### config.mk
export PLATFORM = sky130hd
export DESIGN_NAME = dfs_level_traversal_scheduler
export DESIGN_NICKNAME = d
export VERILOG_FILES = /design/src/hdl/dlts_pkg.sv /design/src/hdl/dlts_ram.sv /design/src/hdl/dfs_level_traversal_scheduler.sv
export SDC_FILE = /design/constraint.sdc
export NUM_CORES = 1
export LEC_CHECK = 0
export BUFFER_PORTS_ARGS = -buffer_cell sky130_fd_sc_hd__buf_2
export CELL_PAD_IN_SITES_DETAIL_PLACEMENT = 2
export CELL_PAD_IN_SITES_GLOBAL_PLACEMENT = 2
export CORE_UTILIZATION = 35
export CTS_BUF_LIST = sky130_fd_sc_hd__clkbuf_4
export DETAILED_ROUTE_END_ITERATION = 8
export GPL_TIMING_DRIVEN = 0
export PLACE_DENSITY = 0.68
export SYNTH_ARGS = -nofsm -noshare
export SYNTH_HDL_FRONTEND = slang
export SYNTH_SLANG_ARGS = --single-unit
export TNS_END_PERCENT = 100
### constraint.sdc
create_clock -name i_clk -period 6.4 [get_ports i_clk]
set_input_delay 0 -clock i_clk [delete_from_list [all_inputs] [get_ports i_clk]]
set_output_delay 0 -clock i_clk [all_outputs]
set_load 0.02 [all_outputs]
### src/hdl/dlts_pkg.sv
// ----------------------------------------------------------------------------
// dlts_pkg
// Shared types, codes and the control store of the level traversal scheduler.
// ----------------------------------------------------------------------------
package dlts_pkg;

    localparam int MAX_LEVELS_DFLT = 16;

    localparam int ACTION_W = 2;
    localparam int PAGE_W   = 32;
    localparam int COUNT_W  = 16;
    localparam int KIND_W   = 2;
    localparam int LAYER_W  = 4;
    localparam int CFG_W    = 4;
    localparam int CFG_IDX_W = 1;
    localparam int STEP_W   = 4;

    // register indexes
    localparam logic [CFG_IDX_W-1:0] REG_MAX_LEVEL_A = 1'd0;
    localparam logic [CFG_IDX_W-1:0] REG_MAX_LEVEL_B = 1'd1;

    // input actions
    localparam logic [ACTION_W-1:0] ACT_START = 2'd0;
    localparam logic [ACTION_W-1:0] ACT_PAIR  = 2'd1;
    localparam logic [ACTION_W-1:0] ACT_COUNT = 2'd2;

    // result kinds
    localparam logic [KIND_W-1:0] KIND_REQ = 2'd0;
    localparam logic [KIND_W-1:0] KIND_FWD = 2'd1;
    localparam logic [KIND_W-1:0] KIND_FIN = 2'd2;

    typedef enum logic [1:0] {
        PH_IDLE  = 2'd0,
        PH_PAIR  = 2'd1,
        PH_COUNT = 2'd2
    } t_phase;

    // control word fields
    typedef enum logic [1:0] {EM_NONE, EM_REQ, EM_FWD, EM_FIN} t_emit;
    typedef enum logic [1:0] {RD_NONE, RD_DEPTH_M1, RD_AUTO} t_rd;
    typedef enum logic [1:0] {WR_NONE, WR_ROOT, WR_NEST, WR_BUMP} t_wr;
    typedef enum logic [1:0] {DP_HOLD, DP_ONE, DP_INC, DP_DEC} t_dop;
    typedef enum logic [1:0] {DS_HOLD, DS_SET, DS_CLR} t_dsop;
    typedef enum logic [1:0] {PO_HOLD, PO_IDLE, PO_PAIR, PO_COUNT} t_phop;
    typedef enum logic [2:0] {
        C_NEXT, C_ALWAYS, C_DISPATCH, C_SHALLOW, C_DEPTH0, C_DESC, C_EQ, C_CNT0
    } t_cond;

    typedef struct packed {
        t_emit             emit;
        t_rd               rd;
        t_wr               wr;
        t_dop              dop;
        t_dsop             dsop;
        t_phop             phop;
        t_cond             cond;
        logic [STEP_W-1:0] target;
    } t_ctrl;

    // program steps
    localparam logic [STEP_W-1:0] ST_WAIT      = 4'd0;
    localparam logic [STEP_W-1:0] ST_START     = 4'd1;
    localparam logic [STEP_W-1:0] ST_PAIR      = 4'd2;
    localparam logic [STEP_W-1:0] ST_CLIMB     = 4'd3;
    localparam logic [STEP_W-1:0] ST_CLIMB_WB  = 4'd4;
    localparam logic [STEP_W-1:0] ST_ADV       = 4'd5;
    localparam logic [STEP_W-1:0] ST_ADV_RD    = 4'd6;
    localparam logic [STEP_W-1:0] ST_CMP       = 4'd7;
    localparam logic [STEP_W-1:0] ST_OPEN      = 4'd8;
    localparam logic [STEP_W-1:0] ST_REQ       = 4'd9;
    localparam logic [STEP_W-1:0] ST_FIN       = 4'd10;
    localparam logic [STEP_W-1:0] ST_COUNT_IN  = 4'd11;
    localparam logic [STEP_W-1:0] ST_NEST      = 4'd12;
    localparam logic [STEP_W-1:0] ST_SET_COUNT = 4'd13;

    // control store
    function automatic t_ctrl ucode(input logic [STEP_W-1:0] step);
        t_ctrl cw;
        cw.emit   = EM_NONE;
        cw.rd     = RD_NONE;
        cw.wr     = WR_NONE;
        cw.dop    = DP_HOLD;
        cw.dsop   = DS_HOLD;
        cw.phop   = PO_HOLD;
        cw.cond   = C_ALWAYS;
        cw.target = ST_WAIT;
        unique case (step)
            ST_WAIT: begin
                cw.cond = C_DISPATCH;
            end
            ST_START: begin
                cw.wr     = WR_ROOT;
                cw.dop    = DP_ONE;
                cw.dsop   = DS_SET;
                cw.target = ST_ADV;
            end
            ST_PAIR: begin
                cw.emit   = EM_FWD;
                cw.cond   = C_SHALLOW;
                cw.target = ST_SET_COUNT;
            end
            ST_CLIMB: begin
                cw.rd   = RD_DEPTH_M1;
                cw.dop  = DP_DEC;
                cw.cond = C_NEXT;
            end
            ST_CLIMB_WB: begin
                cw.wr   = WR_BUMP;
                cw.dsop = DS_CLR;
                cw.cond = C_NEXT;
            end
            ST_ADV: begin
                cw.cond   = C_DEPTH0;
                cw.target = ST_FIN;
            end
            ST_ADV_RD: begin
                cw.rd     = RD_AUTO;
                cw.cond   = C_DESC;
                cw.target = ST_REQ;
            end
            ST_CMP: begin
                cw.cond   = C_EQ;
                cw.target = ST_CLIMB;
            end
            ST_OPEN: begin
                cw.dop    = DP_INC;
                cw.dsop   = DS_SET;
                cw.target = ST_ADV;
            end
            ST_REQ: begin
                cw.emit = EM_REQ;
                cw.phop = PO_PAIR;
            end
            ST_FIN: begin
                cw.emit = EM_FIN;
                cw.phop = PO_IDLE;
            end
            ST_COUNT_IN: begin
                cw.cond   = C_CNT0;
                cw.target = ST_CLIMB;
            end
            ST_NEST: begin
                cw.wr     = WR_NEST;
                cw.dop    = DP_INC;
                cw.dsop   = DS_SET;
                cw.target = ST_ADV;
            end
            ST_SET_COUNT: begin
                cw.phop = PO_COUNT;
            end
            default: begin
                cw.target = ST_WAIT;
            end
        endcase
        return cw;
    endfunction

endpackage

### src/hdl/dlts_ram.sv
// ----------------------------------------------------------------------------
// dlts_ram
// Generic single write port, single read port RAM with registered read.
// ----------------------------------------------------------------------------
module dlts_ram #(
    parameter int WIDTH = 32,
    parameter int DEPTH = 16
) (
    input  logic                     i_clk,
    input  logic                     i_we,
    input  logic [$clog2(DEPTH)-1:0] i_waddr,
    input  logic [WIDTH-1:0]         i_wdata,
    input  logic                     i_re,
    input  logic [$clog2(DEPTH)-1:0] i_raddr,
    output logic [WIDTH-1:0]         o_rdata
);

    logic [WIDTH-1:0] r_mem [DEPTH];
    logic [WIDTH-1:0] r_rdata;

    always_ff @(posedge i_clk) begin
        if (i_we) begin
            r_mem[i_waddr] <= i_wdata;
        end
        // hold read data until the next read
        if (i_re) begin
            r_rdata <= r_mem[i_raddr];
        end
    end

    assign o_rdata = r_rdata;

endmodule

### src/hdl/dfs_level_traversal_scheduler.sv
// ----------------------------------------------------------------------------
// dfs_level_traversal_scheduler
// Depth-first, level-by-level tree join scheduler driven by a microprogram.
// ----------------------------------------------------------------------------
// Usage:
//   Input channel (i_valid / o_stall) carries one word per memory response:
//   start join, node pair returned, or intersect count returned. A word that
//   does not fit the current phase is taken and dropped without a result.
//   Output channel (o_valid / i_stall) carries read requests, forwarded pairs
//   and the finish word; o_last marks the final word caused by an input.
//   Configuration: i_cfg_we writes max_level_a (index 0) or max_level_b
//   (index 1); write only while the join is idle.
//   A word that yields a result runs through the microprogram steps, with more
//   steps per level climbed back up; the read of the level RAM is registered.
//   o_stall is high while the sequencer is busy with the previous word.
//   Reset (i_rst_n low, synchronous) returns to idle with depth 1; the level
//   RAM is not cleared, every entry is written before it is read.
//   A stalled receiver freezes the sequencer at its next emitting step; the
//   held output word stays unchanged until taken.
// ----------------------------------------------------------------------------
module dfs_level_traversal_scheduler #(
    parameter int MAX_LEVELS = dlts_pkg::MAX_LEVELS_DFLT
) (
    input  logic                            i_clk,
    input  logic                            i_rst_n,
    // configuration
    input  logic                            i_cfg_we,
    input  logic [dlts_pkg::CFG_IDX_W-1:0]  i_cfg_index,
    input  logic [dlts_pkg::CFG_W-1:0]      i_cfg_data,
    // input words
    input  logic                            i_valid,
    output logic                            o_stall,
    input  logic [dlts_pkg::ACTION_W-1:0]   i_action,
    input  logic [dlts_pkg::PAGE_W-1:0]     i_page_a,
    input  logic [dlts_pkg::PAGE_W-1:0]     i_page_b,
    input  logic [dlts_pkg::COUNT_W-1:0]    i_pair_count,
    // output words
    output logic                            o_valid,
    input  logic                            i_stall,
    output logic [dlts_pkg::KIND_W-1:0]     o_kind,
    output logic [dlts_pkg::LAYER_W-1:0]    o_layer,
    output logic [dlts_pkg::COUNT_W-1:0]    o_pointer,
    output logic [dlts_pkg::PAGE_W-1:0]     o_out_page_a,
    output logic [dlts_pkg::PAGE_W-1:0]     o_out_page_b,
    output logic                            o_last
);

    localparam int DW = $clog2(MAX_LEVELS);
    localparam int CW = dlts_pkg::COUNT_W;
    localparam int MW = 2 * CW;
    localparam logic [7:0] TOP_LEVEL = 8'(MAX_LEVELS - 1);

    // configuration registers
    logic [dlts_pkg::CFG_W-1:0] r_max_a, r_max_b;

    // sequencer and datapath state
    logic [dlts_pkg::STEP_W-1:0] r_upc, n_upc;
    logic [DW-1:0]               r_depth, n_depth;
    logic                        r_desc, n_desc;
    dlts_pkg::t_phase            r_phase, n_phase;
    logic [dlts_pkg::PAGE_W-1:0] r_pa, r_pb;
    logic [CW-1:0]               r_cnt;

    // output register
    logic                          r_o_valid, n_o_valid;
    logic [dlts_pkg::KIND_W-1:0]   r_kind, n_kind;
    logic [dlts_pkg::LAYER_W-1:0]  r_layer, n_layer;
    logic [CW-1:0]                 r_pointer, n_pointer;
    logic [dlts_pkg::PAGE_W-1:0]   r_opa, n_opa, r_opb, n_opb;
    logic                          r_last, n_last;

    dlts_pkg::t_ctrl w_cw;
    logic            w_accept, w_emit, w_hold, w_go, w_deep, w_taken;
    logic [dlts_pkg::CFG_W-1:0] w_max;
    logic [7:0]      w_lim;
    logic [DW-1:0]   w_depth_m1;

    // level RAM: {count, pointer} per level
    logic            w_we, w_re;
    logic [DW-1:0]   w_waddr, w_raddr;
    logic [MW-1:0]   w_wdata, w_rdata;
    logic [CW-1:0]   w_rd_cnt, w_rd_ptr;

    dlts_ram #(
        .WIDTH (MW),
        .DEPTH (MAX_LEVELS)
    ) u_level_ram (
        .i_clk   (i_clk),
        .i_we    (w_we),
        .i_waddr (w_waddr),
        .i_wdata (w_wdata),
        .i_re    (w_re),
        .i_raddr (w_raddr),
        .o_rdata (w_rdata)
    );

    assign w_rd_cnt = w_rdata[MW-1:CW];
    assign w_rd_ptr = w_rdata[CW-1:0];

    // traversal depth: larger tree depth, clamped to [1, MAX_LEVELS-1]
    always_comb begin
        w_max = (r_max_a > r_max_b) ? r_max_a : r_max_b;
        if (w_max == '0) begin
            w_lim = 8'd1;
        end else if ({4'b0, w_max} > TOP_LEVEL) begin
            w_lim = TOP_LEVEL;
        end else begin
            w_lim = {4'b0, w_max};
        end
    end

    assign w_deep     = (8'(r_depth) >= w_lim);
    assign w_depth_m1 = r_depth - DW'(1);

    // control word of the current step
    assign w_cw     = dlts_pkg::ucode(r_upc);
    assign o_stall  = (r_upc != dlts_pkg::ST_WAIT);
    assign w_accept = i_valid && !o_stall;
    assign w_emit   = (w_cw.emit != dlts_pkg::EM_NONE);
    assign w_taken  = r_o_valid && !i_stall;
    // an emitting step waits for room in the output register
    assign w_hold   = w_emit && r_o_valid && i_stall;
    assign w_go     = !w_hold;

    // level RAM ports
    always_comb begin
        w_re    = w_go && (w_cw.rd != dlts_pkg::RD_NONE);
        w_raddr = r_depth;
        if (w_cw.rd == dlts_pkg::RD_DEPTH_M1 ||
            (w_cw.rd == dlts_pkg::RD_AUTO && r_desc)) begin
            w_raddr = w_depth_m1;
        end
        w_we    = w_go && (w_cw.wr != dlts_pkg::WR_NONE);
        w_waddr = r_depth;
        w_wdata = {w_rd_cnt, w_rd_ptr + CW'(1)};
        case (w_cw.wr)
            dlts_pkg::WR_ROOT: begin
                w_waddr = '0;
                w_wdata = {CW'(1), CW'(0)};
            end
            dlts_pkg::WR_NEST: begin
                w_wdata = {r_cnt, CW'(0)};
            end
            default: begin
                w_wdata = {w_rd_cnt, w_rd_ptr + CW'(1)};
            end
        endcase
    end

    // step counter and datapath next state
    always_comb begin
        logic taken;
        taken   = 1'b0;
        n_upc   = r_upc;
        n_depth = r_depth;
        n_desc  = r_desc;
        n_phase = r_phase;

        case (w_cw.cond)
            dlts_pkg::C_ALWAYS:  taken = 1'b1;
            dlts_pkg::C_SHALLOW: taken = !w_deep;
            dlts_pkg::C_DEPTH0:  taken = (r_depth == '0);
            dlts_pkg::C_DESC:    taken = r_desc;
            dlts_pkg::C_EQ:      taken = (w_rd_ptr == w_rd_cnt);
            dlts_pkg::C_CNT0:    taken = (r_cnt == '0);
            default:             taken = 1'b0;
        endcase

        if (w_go) begin
            if (w_cw.cond == dlts_pkg::C_DISPATCH) begin
                // pick the handler for an in-phase word; drop the rest
                n_upc = dlts_pkg::ST_WAIT;
                if (w_accept) begin
                    if (i_action == dlts_pkg::ACT_START && r_phase == dlts_pkg::PH_IDLE) begin
                        n_upc = dlts_pkg::ST_START;
                    end else if (i_action == dlts_pkg::ACT_PAIR &&
                                 r_phase == dlts_pkg::PH_PAIR) begin
                        n_upc = dlts_pkg::ST_PAIR;
                    end else if (i_action == dlts_pkg::ACT_COUNT &&
                                 r_phase == dlts_pkg::PH_COUNT) begin
                        n_upc = dlts_pkg::ST_COUNT_IN;
                    end
                end
            end else if (taken) begin
                n_upc = w_cw.target;
            end else begin
                n_upc = r_upc + dlts_pkg::STEP_W'(1);
            end

            case (w_cw.dop)
                dlts_pkg::DP_ONE: n_depth = DW'(1);
                dlts_pkg::DP_INC: n_depth = r_depth + DW'(1);
                dlts_pkg::DP_DEC: n_depth = w_depth_m1;
                default:          n_depth = r_depth;
            endcase

            case (w_cw.dsop)
                dlts_pkg::DS_SET: n_desc = 1'b1;
                dlts_pkg::DS_CLR: n_desc = 1'b0;
                default:          n_desc = r_desc;
            endcase

            case (w_cw.phop)
                dlts_pkg::PO_IDLE:  n_phase = dlts_pkg::PH_IDLE;
                dlts_pkg::PO_PAIR:  n_phase = dlts_pkg::PH_PAIR;
                dlts_pkg::PO_COUNT: n_phase = dlts_pkg::PH_COUNT;
                default:            n_phase = r_phase;
            endcase
        end
    end

    // output word
    always_comb begin
        n_o_valid = r_o_valid && !w_taken;
        n_kind    = r_kind;
        n_layer   = r_layer;
        n_pointer = r_pointer;
        n_opa     = r_opa;
        n_opb     = r_opb;
        n_last    = r_last;
        if (w_go && w_emit) begin
            n_o_valid = 1'b1;
            n_pointer = '0;
            n_opa     = '0;
            n_opb     = '0;
            n_last    = 1'b1;
            n_layer   = '0;
            case (w_cw.emit)
                dlts_pkg::EM_REQ: begin
                    n_kind    = dlts_pkg::KIND_REQ;
                    n_layer   = dlts_pkg::LAYER_W'(w_depth_m1);
                    n_pointer = w_rd_ptr;
                end
                dlts_pkg::EM_FWD: begin
                    n_kind  = dlts_pkg::KIND_FWD;
                    n_layer = dlts_pkg::LAYER_W'(r_depth);
                    n_opa   = r_pa;
                    n_opb   = r_pb;
                    // at the deepest level the climb follows in the same item
                    n_last  = !w_deep;
                end
                default: begin
                    n_kind = dlts_pkg::KIND_FIN;
                end
            endcase
        end
    end

    always_ff @(posedge i_clk) begin
        if (!i_rst_n) begin
            r_max_a   <= dlts_pkg::CFG_W'(1);
            r_max_b   <= dlts_pkg::CFG_W'(1);
            r_upc     <= dlts_pkg::ST_WAIT;
            r_depth   <= DW'(1);
            r_desc    <= 1'b1;
            r_phase   <= dlts_pkg::PH_IDLE;
            r_o_valid <= 1'b0;
        end else begin
            if (i_cfg_we) begin
                unique case (i_cfg_index)
                    dlts_pkg::REG_MAX_LEVEL_A: r_max_a <= i_cfg_data;
                    dlts_pkg::REG_MAX_LEVEL_B: r_max_b <= i_cfg_data;
                endcase
            end
            r_upc     <= n_upc;
            r_depth   <= n_depth;
            r_desc    <= n_desc;
            r_phase   <= n_phase;
            r_o_valid <= n_o_valid;
        end
    end

    // payload registers
    always_ff @(posedge i_clk) begin
        if (w_accept) begin
            r_pa  <= i_page_a;
            r_pb  <= i_page_b;
            r_cnt <= i_pair_count;
        end
        r_kind    <= n_kind;
        r_layer   <= n_layer;
        r_pointer <= n_pointer;
        r_opa     <= n_opa;
        r_opb     <= n_opb;
        r_last    <= n_last;
    end

    assign o_valid      = r_o_valid;
    assign o_kind       = r_kind;
    assign o_layer      = r_layer;
    assign o_pointer    = r_pointer;
    assign o_out_page_a = r_opa;
    assign o_out_page_b = r_opb;
    assign o_last       = r_last;

endmodule
==> reports/results.txt <==
drt first pass iters = 5
crit-path cells = inv_1 > ha_1 > nor2b_1 > o21a_1 > o21a_1 > o21ai_1 > mux2i_1 > nand3_1 > o211ai_1 > ha_1 > nand2b_1 > a2111oi_0 > a311oi_1 > o2111ai_1 > nand3_2 > or3_1 > a32o_1
Final Max Slew Viols = 0
H-tree depth = 4
number of synthesized flops with an enable pin = 711
Worst Path Class, Setup = flop to flop
dominant synthesized flop cell = edfxtp_1
RD Place Congestion = 0.783
Post-synth ARST share = 0
Crit path max-delay family = compound AO/OA/AOI/OAI gates
compound-cell area share of the yosys netlist = 0.0336
clock slew at the register clock pins of the worst setup and hold paths = 0.08 ns
Global Route Usage Sum = 0.225
Seq. cell area = 21800 sq um
register area share after synthesis = 0.747
worst vdd ir = 157 uV
vias in the first global route = 20800
worst clock skew = 0.0804 ns
Slew headroom = 0.119
routed len/inst = 26.3 um
total negative setup slack = 0 ns
mean post-synth cell area = 16.4 sq um
area delta synth->final = 25.1%
Final Hold Viols = 0
gr ovfl total = 0
Post-DP HPWL = 61.1 mm
Worst Path Max Fanout = 7
XOR/XNOR Fraction of Synth Area = 0.0112
Vias = 18500
initial drt markers = 1074
dpl ws = 1.89 ns
Worst-Margin Slew = 1.31 ns
first-pass GRT wire length = 139 mm
crit path DAT = 5.47 ns
Final period util = 0.705
post-route ant nets = 0
Starting Density = 0.354
Leak = 12.8 nW
TritonCTS clock tree = built
multi-input logic area = 6960 sq um
crit path time final = 4.51 ns
mux cell area share after synthesis = 0.106
antenna violations before repair = 4
clk_lat worst skew = 1.06 ns
Ports = 181
crit path buf inv count = 1
Worst setup EP type = flop
Total Wirelength = 94.4 mm
Req. time, crit path = 7.36 ns
Peak Freq = 221 MHz
fillers = 7931
delay of the slowest critical-path stage = 0.61 ns
area of the mapped netlist = 29100 sq um
CP max stage cell = a2111oi_0
synth unique cells = 58
main combinational cell family by area after synthesis = multiplexers
Synthesized Nets = 1885
core box area = 82200 sq um
total CTS buffers = 194
unrepaired setup endpoints after global routing = false
largest net degree at the start of global routing = 65
share of cells above drive strength 1 = 0.242
area of placed instances = 31900 sq um
clock buffer depth = 3
Syn. warnings = 0
Port Buf Inserts = 180
clock sinks = 731
Synth Register Bits = 731
chip height = 290 um
Adder-Cell Fraction of Synth Area = 0.00946
DRC violations left = 0
Root Buffer = clkbuf_4
die width = 290 um
die area = 84300 sq um
total power = 0.0100 W
row cnt = 105
design area = 36400 sq um
Synth Area in Simple Gates = 0.0742
vias per cell = 5.14
hold crit path type = input port to flop
Mapped Cells = 1771
startpoint types = flop
Pwr Density = 275 nW/um^2
max cap viols = 0
fin worst setup slack = 1.89 ns
Total Nets Final = 2483
setup violators final = 0
Post-CTS Setup Bufs = 0
status = completed
flip-flops by register name (all words and copies together) (netlist names), 2 cells and up:
name                 flops
o_pointer               16
o_kind                   2
r_pa                    32
r_pb                    32
r_upc                    4
u_level_ram.o_rdata     32
o_layer                  4
r_cnt                   16
r_max_a                  4
u_level_ram.r_mem      512
o_out_page_b            32
r_depth                  4
o_out_page_a            32
r_phase                  2
r_max_b                  4
worst paths after layout:
| check | slack, ns | cells after the start | start | to |
|---|---|---|---|---|
| max | 1.89 | 17 | r_max_b[1] | r_upc[0] |
| min | 0.13 | 6 | i_action[0] | r_upc[0] |
| min reg2reg | 0.50 | 1 | r_pb[2] | o_out_page_b[2] |
| max reg2reg | 1.89 | 17 | r_max_b[1] | r_upc[0] |
routing by layer:
layer | vias up | track usage | wire length (um) | part of all wire
met2 | 606 | 0.395 | 48200 | 0.51
met5 | - | 0 | 0 | 0
li1 | 8088 | - | - | -
met1 | 9611 | 0.276 | 39500 | 0.42
met3 | 156 | 0.0447 | 4580 | 0.049
met4 | 0 | 0.0724 | 2230 | 0.024
worst reg2reg max path: stages (launching register included):
cell	delay (ns)
dfxtp_1	0.38
inv_1	0.06
ha_1	0.29
nor2b_1	0.14
o21a_1	0.16
o21a_1	0.16
o21ai_1	0.42
mux2i_1	0.34
nand3_1	0.11
o211ai_1	0.12
ha_1	0.26
nand2b_1	0.14
a2111oi_0	0.61
a311oi_1	0.12
o2111ai_1	0.24
nand3_2	0.20
or3_1	0.43
a32o_1	0.26
cell usage in the layout, fill, tap and decap left out, drive strengths merged, types with 19 or more instances in the layout:
cell type / netlist / routed
o21ai: 67 / 67
dfxtp: 20 / 20
inv: 30 / 36
clkinv: 1 / 43
mux2i: 233 / 233
ha: 22 / 22
dlygate4sd3: 0 / 192
edfxtp: 711 / 711
nand3: 82 / 82
clkbuf: 58 / 343
and2: 86 / 86
nand2: 173 / 173
o2111ai: 33 / 33
nor2: 43 / 43
buf: 34 / 244
a21oi: 19 / 19
xor2: 25 / 25
mux4: 32 / 32
where the power goes:
group	switching, W	internal [W]
registers	0.0000271	0.00531
logic	0.000278	0.000199
clock network	0.00207	0.00212
what timing repair did:
action                                 in CTS  in global routing
gates resized for setup                     0                  0
hold buffers                              192                  0
endpoints found under the hold margin     267                  0
stage by stage:
stage	instances	hold slack, ns	utilization
6_report	3592	0.130	0.443
5_1_grt	3591	0.0735	0.443
4_1_cts	3574	0.00871	0.442
3_5_place_dp	3043	0.178	0.388
3_3_place_gp	3021	0.179	0.381
2_1_floorplan	1771	0.0989	-
final cells by class:
cell class,count,area share
clock buffers,285,0.0588
clock inverters,54,0.00852
inverters,31,0.00320
diodes,10,0.000687
multi-input cells,917,0.191
flip-flops and latches,731,0.597
well taps,1070,0.0368
repair buffers,402,0.0919
plain buffers,92,0.0115
cells in the mapped netlist (2+ instances only):
library cell    n  area share
edfxtp_1      711        0.73
mux2i_1       233       0.080
nand2_1       173       0.022
and2_1         86       0.018
nand3_1        81       0.014
clkbuf_1       58      0.0075
nor2_1         43      0.0055
o21ai_0        37      0.0064
o2111ai_1      33      0.0099
mux4_2         32       0.025
inv_1          30      0.0039
o21ai_1        30      0.0052
xor2_1         25      0.0075
buf_2          24      0.0041
ha_1           22      0.0095
dfxtp_1        20       0.014
a21oi_1        18      0.0031
nor2b_1         9      0.0019
or3_1           9      0.0019
xnor2_1         9      0.0027
and3_1          8      0.0017
nor4_1          8      0.0017
buf_4           6      0.0015
nand2b_1        6      0.0013
nand4_1         6      0.0013
a21boi_0        4      0.0010
a31oi_1         4     0.00086
o21a_1          4      0.0010
buf_6           3      0.0012
nor3_1          3     0.00052
o31ai_1         3     0.00077
a211oi_1        2     0.00052
a32o_1          2     0.00069
nand3b_1        2     0.00052
nor4bb_1        2     0.00069
o211ai_1        2     0.00052
or4_1           2     0.00052
cells by family (layout without fill, tap and decap cells):
kind of cell             Yosys count  in the layout
flip-flops                       731            731
other                              0             10
AO/OA/AOI/OAI                    150            150
XOR/XNOR                          35             35
buffers and inverters            123            864
AND/OR/NAND/NOR                  443            443
multiplexers                     267            267
adder cells (fa/ha/maj)           22             22
Power figures use the tool's default switching activity.
